[config.mk]
export PLATFORM = sky130hd
export DESIGN_NAME = dcm_mac
export DESIGN_NICKNAME = d
export VERILOG_FILES = /design/src/rtl/dcm_pkg.sv /design/src/rtl/dcm_mac.sv
export SDC_FILE = /design/constraint.sdc
export NUM_CORES = 2
export LEC_CHECK = 0
export ABC_AREA = 1
export BUFFER_PORTS_ARGS = -buffer_cell sky130_fd_sc_hd__buf_2
export CAP_MARGIN = 20
export CORE_MARGIN = 5
export CORE_UTILIZATION = 46
export DETAILED_ROUTE_END_ITERATION = 7
export PLACE_DENSITY_LB_ADDON = 0.3
export SLEW_MARGIN = 0
export SYNTH_ARGS = -nofsm -noshare
export SYNTH_HDL_FRONTEND = slang
export SYNTH_SLANG_ARGS = --single-unit
[constraint.sdc]
create_clock -name clock -period 10.9 [get_ports clock]
set_input_delay 2.18 -clock clock [delete_from_list [all_inputs] [get_ports clock]]
set_output_delay 2.18 -clock clock [all_outputs]
set_load 0.05 [all_outputs]
[src/rtl/dcm_pkg.sv]
package dcm_pkg;

   localparam int RateWidth = 32;
   localparam int TimeWidth = 32;
   localparam int OutWidth  = 32;
   localparam logic [TimeWidth-1:0] StepTimeReset = 32'd21474836;

   typedef enum logic [8:0] {
      ST_IDLE  = 9'b000000001,
      ST_ANGLE = 9'b000000010,
      ST_ROT   = 9'b000000100,
      ST_ERR   = 9'b000001000,
      ST_ORTH  = 9'b000010000,
      ST_SQ    = 9'b000100000,
      ST_SCALE = 9'b001000000,
      ST_MUL   = 9'b010000000,
      ST_OUT   = 9'b100000000
   } state_type;

   // request to the shared multiply-accumulate unit
   typedef struct packed {
      logic clear;
      logic add;
      logic sub;
      logic last;
   } mac_ctl_type;

endpackage

[src/rtl/dcm_mac.sv]
// shared multiply-accumulate unit: one product registered, then accumulated
// acc_valid rises once the term marked last is in the accumulator
module dcm_mac #(
   parameter int OpWidth  = 33,
   parameter int AccWidth = 70
) (
   input  logic                       clock,
   input  logic                       reset,
   input  logic                       go,
   input  dcm_pkg::mac_ctl_type       ctl,
   input  logic signed [OpWidth-1:0]  op_a,
   input  logic signed [OpWidth-1:0]  op_b,
   output logic signed [AccWidth-1:0] acc,
   output logic                       acc_valid
);
   logic signed [2*OpWidth-1:0] prod_ff, prod_in;
   dcm_pkg::mac_ctl_type        ctl_ff;
   logic                        go_ff;
   logic                        done_ff;
   logic signed [AccWidth-1:0]  acc_ff, acc_in, base;

   assign prod_in = op_a * op_b;

   always_comb begin
      base = ctl_ff.clear ? '0 : acc_ff;
      acc_in = base;
      if (ctl_ff.add)
         acc_in = base + AccWidth'(prod_ff);
      else if (ctl_ff.sub)
         acc_in = base - AccWidth'(prod_ff);
   end

   always_ff @(posedge clock) begin
      prod_ff <= prod_in;
      ctl_ff  <= ctl;
      if (reset) begin
         go_ff   <= 1'b0;
         done_ff <= 1'b0;
         acc_ff  <= '0;
      end else begin
         go_ff   <= go;
         done_ff <= go_ff && ctl_ff.last;
         if (go_ff) acc_ff <= acc_in;
      end
   end

   assign acc       = acc_ff;
   assign acc_valid = done_ff;
endmodule

==> results_dict.tcl <==
set metrics [dict create \
    clk_latency_ns 0.52 \
    worst_pin_slew_ns 1.07 \
    crit_required_ns 11.31 \
    fin_skew_ns 0.0238 \
    die_h_um 368 \
    nets 10000 \
    setup_tns_ns 0 \
    synth-xor-area-share_pct 1.62 \
    clock.fmax_mhz 105 \
    detail-route-antenna-nets 0 \
    cts_tree "built" \
    clk_pin_slew_worst_paths_ns 0.07 \
    synth.avg_cell_area_sq_um 6.87 \
    drive_above_1_share_pct 3.85 \
    drtPass1Iterations 6 \
    rsz0062_at_grt "false" \
    antenna_found_initial 6 \
    vias 52600 \
    routed_wl_mm 210 \
    hold_class "flip-flop to flip-flop" \
    synth-simple-area-share_pct 21.9 \
    synth_top_family_by_area "adder cells" \
    coreArea_sq_um 127000 \
    synth_seq_cells 142 \
    synth_adder_area_share_pct 46.5 \
    synthCells 8575 \
    avgViaCountPerCell 5.20 \
    gr-usage-all-layers_pct 31.3 \
    period_share_pct 87.4 \
    hpwl_mm 179 \
    crit_path_max_fanout 22 \
    synth.cell_area_sq_um 58900 \
    synth.yosys.seq_area_share_pct 4.83 \
    routabilityCongestion 1.04 \
    crit_arrival_ns 9.93 \
    area_growth_syn_to_layout_pct 4.17 \
    endpoint_kind "flip-flop" \
    synth_edf_count 0 \
    syn_nets 10200 \
    grt_pass1_wl_mm 323 \
    synthMuxAreaShare_pct 0 \
    routedWlPerCell_um 20.8 \
    rows 131 \
    synth_compound_area_share_pct 6.57 \
    ctsResizeCount 0 \
    cts_root_buffer "clkbuf_16" \
    final_hold_viol_count 0 \
    grt.overflow.total 0 \
    port_buffers 143 \
    grt_pass1_vias 55000 \
    ios 144 \
    cap_violations 0 \
    grt_start_max_net_pins 68 \
    numCtsBuffers 17 \
    worstSetupPathType "input pin to flip-flop" \
    async_reset_ff_share_pct 0 \
    cts_setup_buffers 0 \
    ys_warn_count 0 \
    drtIter0Drc 4502 \
    cts_hold_buffers 0 \
    finalSetupViolCount 0 \
    fp.dieArea_sq_um 135000 \
    ys_types 53 \
    final_max_slew_viol_count 0 \
    drc 0 \
    synth-main-ff-cell "dfxtp_1" \
    timing.slew.headroom_pct 29.0 \
    htreeDepth 4 \
    chipWidth_um 368 \
    cts_sinks 142 \
    status "finished clean" \
    start_util_pct 46.2 \
    layout_min_cycle_time_ns 9.52 \
    clk_path_buf_depth 2 \
    critPathLaunchType "input pin" \
]
[flip-flops by register name, indices dropped and copies added (netlist names)]
signal / cells
prod_ff: 66
go_ff: 1
acc: 70
acc_valid: 1
ctl_ff: 4
[routing by layer]
metal | GRT usage, % | wire, um
met4 | 15.0 | 11800
met2 | 52.6 | 98400
met3 | 3.75 | 14800
met1 | 40.3 | 85400
met5 | 0 | 0
[cell families (layout without fill, tap and decap cells)]
group                      Yosys count  in the layout
AOI/OAI and AO/OA                  709            709
xor gates and xnor gates           109            109
adders and majority gates         1502           1502
buffers and inverters             2871           2740
DFF                                142            142
other                                0              4
and+or+nand+nor                   3242           3242
[per-stage QoR]
stage	worst slack, ns	std cells	hold WS, ns	util (%)	instance area, sq um
after CTS	1.38	10100	0.430	48.2	61300
after detailed placement	0.828	10100	0.412	47.7	60700
after global routing	0.875	10100	0.436	48.2	61300
after global placement	0.911	10100	0.414	47.7	60700
final	1.38	10100	0.429	48.2	61300
after floorplan	1.45	8575	0.404	-	58900
[worst paths after layout]
check                  from           to  slack [ns]  cells after the start
setup / recovery    op_b[8]  prod_ff[55]        1.38                     25
hold / removal    ctl_ff[0]    acc_valid        0.43                      2
setup reg to reg  ctl_ff[3]      acc[43]        5.88                     17
hold reg to reg   ctl_ff[0]    acc_valid        0.43                      2
[cell usage in the layout, fill, tap and decap left out, types with 17 or more instances in the layout]
cell       instances
buf_4             56
a21oi_1          344
fa_1            1147
nor3_1            29
xor2_1            84
nand3_1          215
dfxtp_1          139
nand2_1         2335
inv_2             17
nor2_2            20
nand4_1           49
nand2_2           17
xnor2_1           25
buf_2            143
o21bai_1          49
o21ai_0          213
clkbuf_16         17
nor2_1           521
ha_1             355
a31oi_1           44
inv_1           2486
[final cells by class]
cell class | instances | area (sq um)
Tap cell | 1662 | 2080
Timing Repair Buffer | 204 | 1240
Sequential cell | 142 | 2850
Clock inverter | 10 | 164
Fill cell | 13100 | 66000
Inverter | 2505 | 9400
Antenna cell | 4 | 10.0
Clock buffer | 21 | 450
Multi-Input combinational cell | 5562 | 45100
[critical path, cell delays in order]
cell     delay (ns)
buf_2          0.56
buf_4          0.36
nand2_1        0.10
fa_1           0.57
inv_1          0.07
fa_1           0.48
fa_1           0.53
inv_1          0.06
fa_1           0.47
inv_1          0.05
fa_1           0.54
fa_1           0.54
fa_1           0.49
inv_1          0.05
fa_1           0.53
inv_1          0.05
ha_1           0.39
nand2_1        0.14
nor2_1         0.16
inv_1          0.09
nor4_1         0.50
nand4_1        0.25
nand3_1        0.36
a21oi_1        0.13
xnor2_1        0.26
[synth_stat cells, types with 25 or more instances]
library cell | n | share of area (%)
inv_1 | 2488 | 16
nand2_1 | 2335 | 15
fa_1 | 1147 | 39
nor2_1 | 521 | 3.3
ha_1 | 355 | 7.5
a21oi_1 | 344 | 2.9
clkbuf_1 | 305 | 1.9
nand3_1 | 215 | 1.8
o21ai_0 | 213 | 1.8
dfxtp_1 | 142 | 4.8
xor2_1 | 84 | 1.2
nand4_1 | 49 | 0.52
o21bai_1 | 49 | 0.62
a31oi_1 | 44 | 0.47
buf_2 | 37 | 0.31
nor3_1 | 29 | 0.25
xnor2_1 | 25 | 0.37
Power is not shown: default switching activity piles up to over one toggle a cycle in this logic, so the estimate is an artifact.
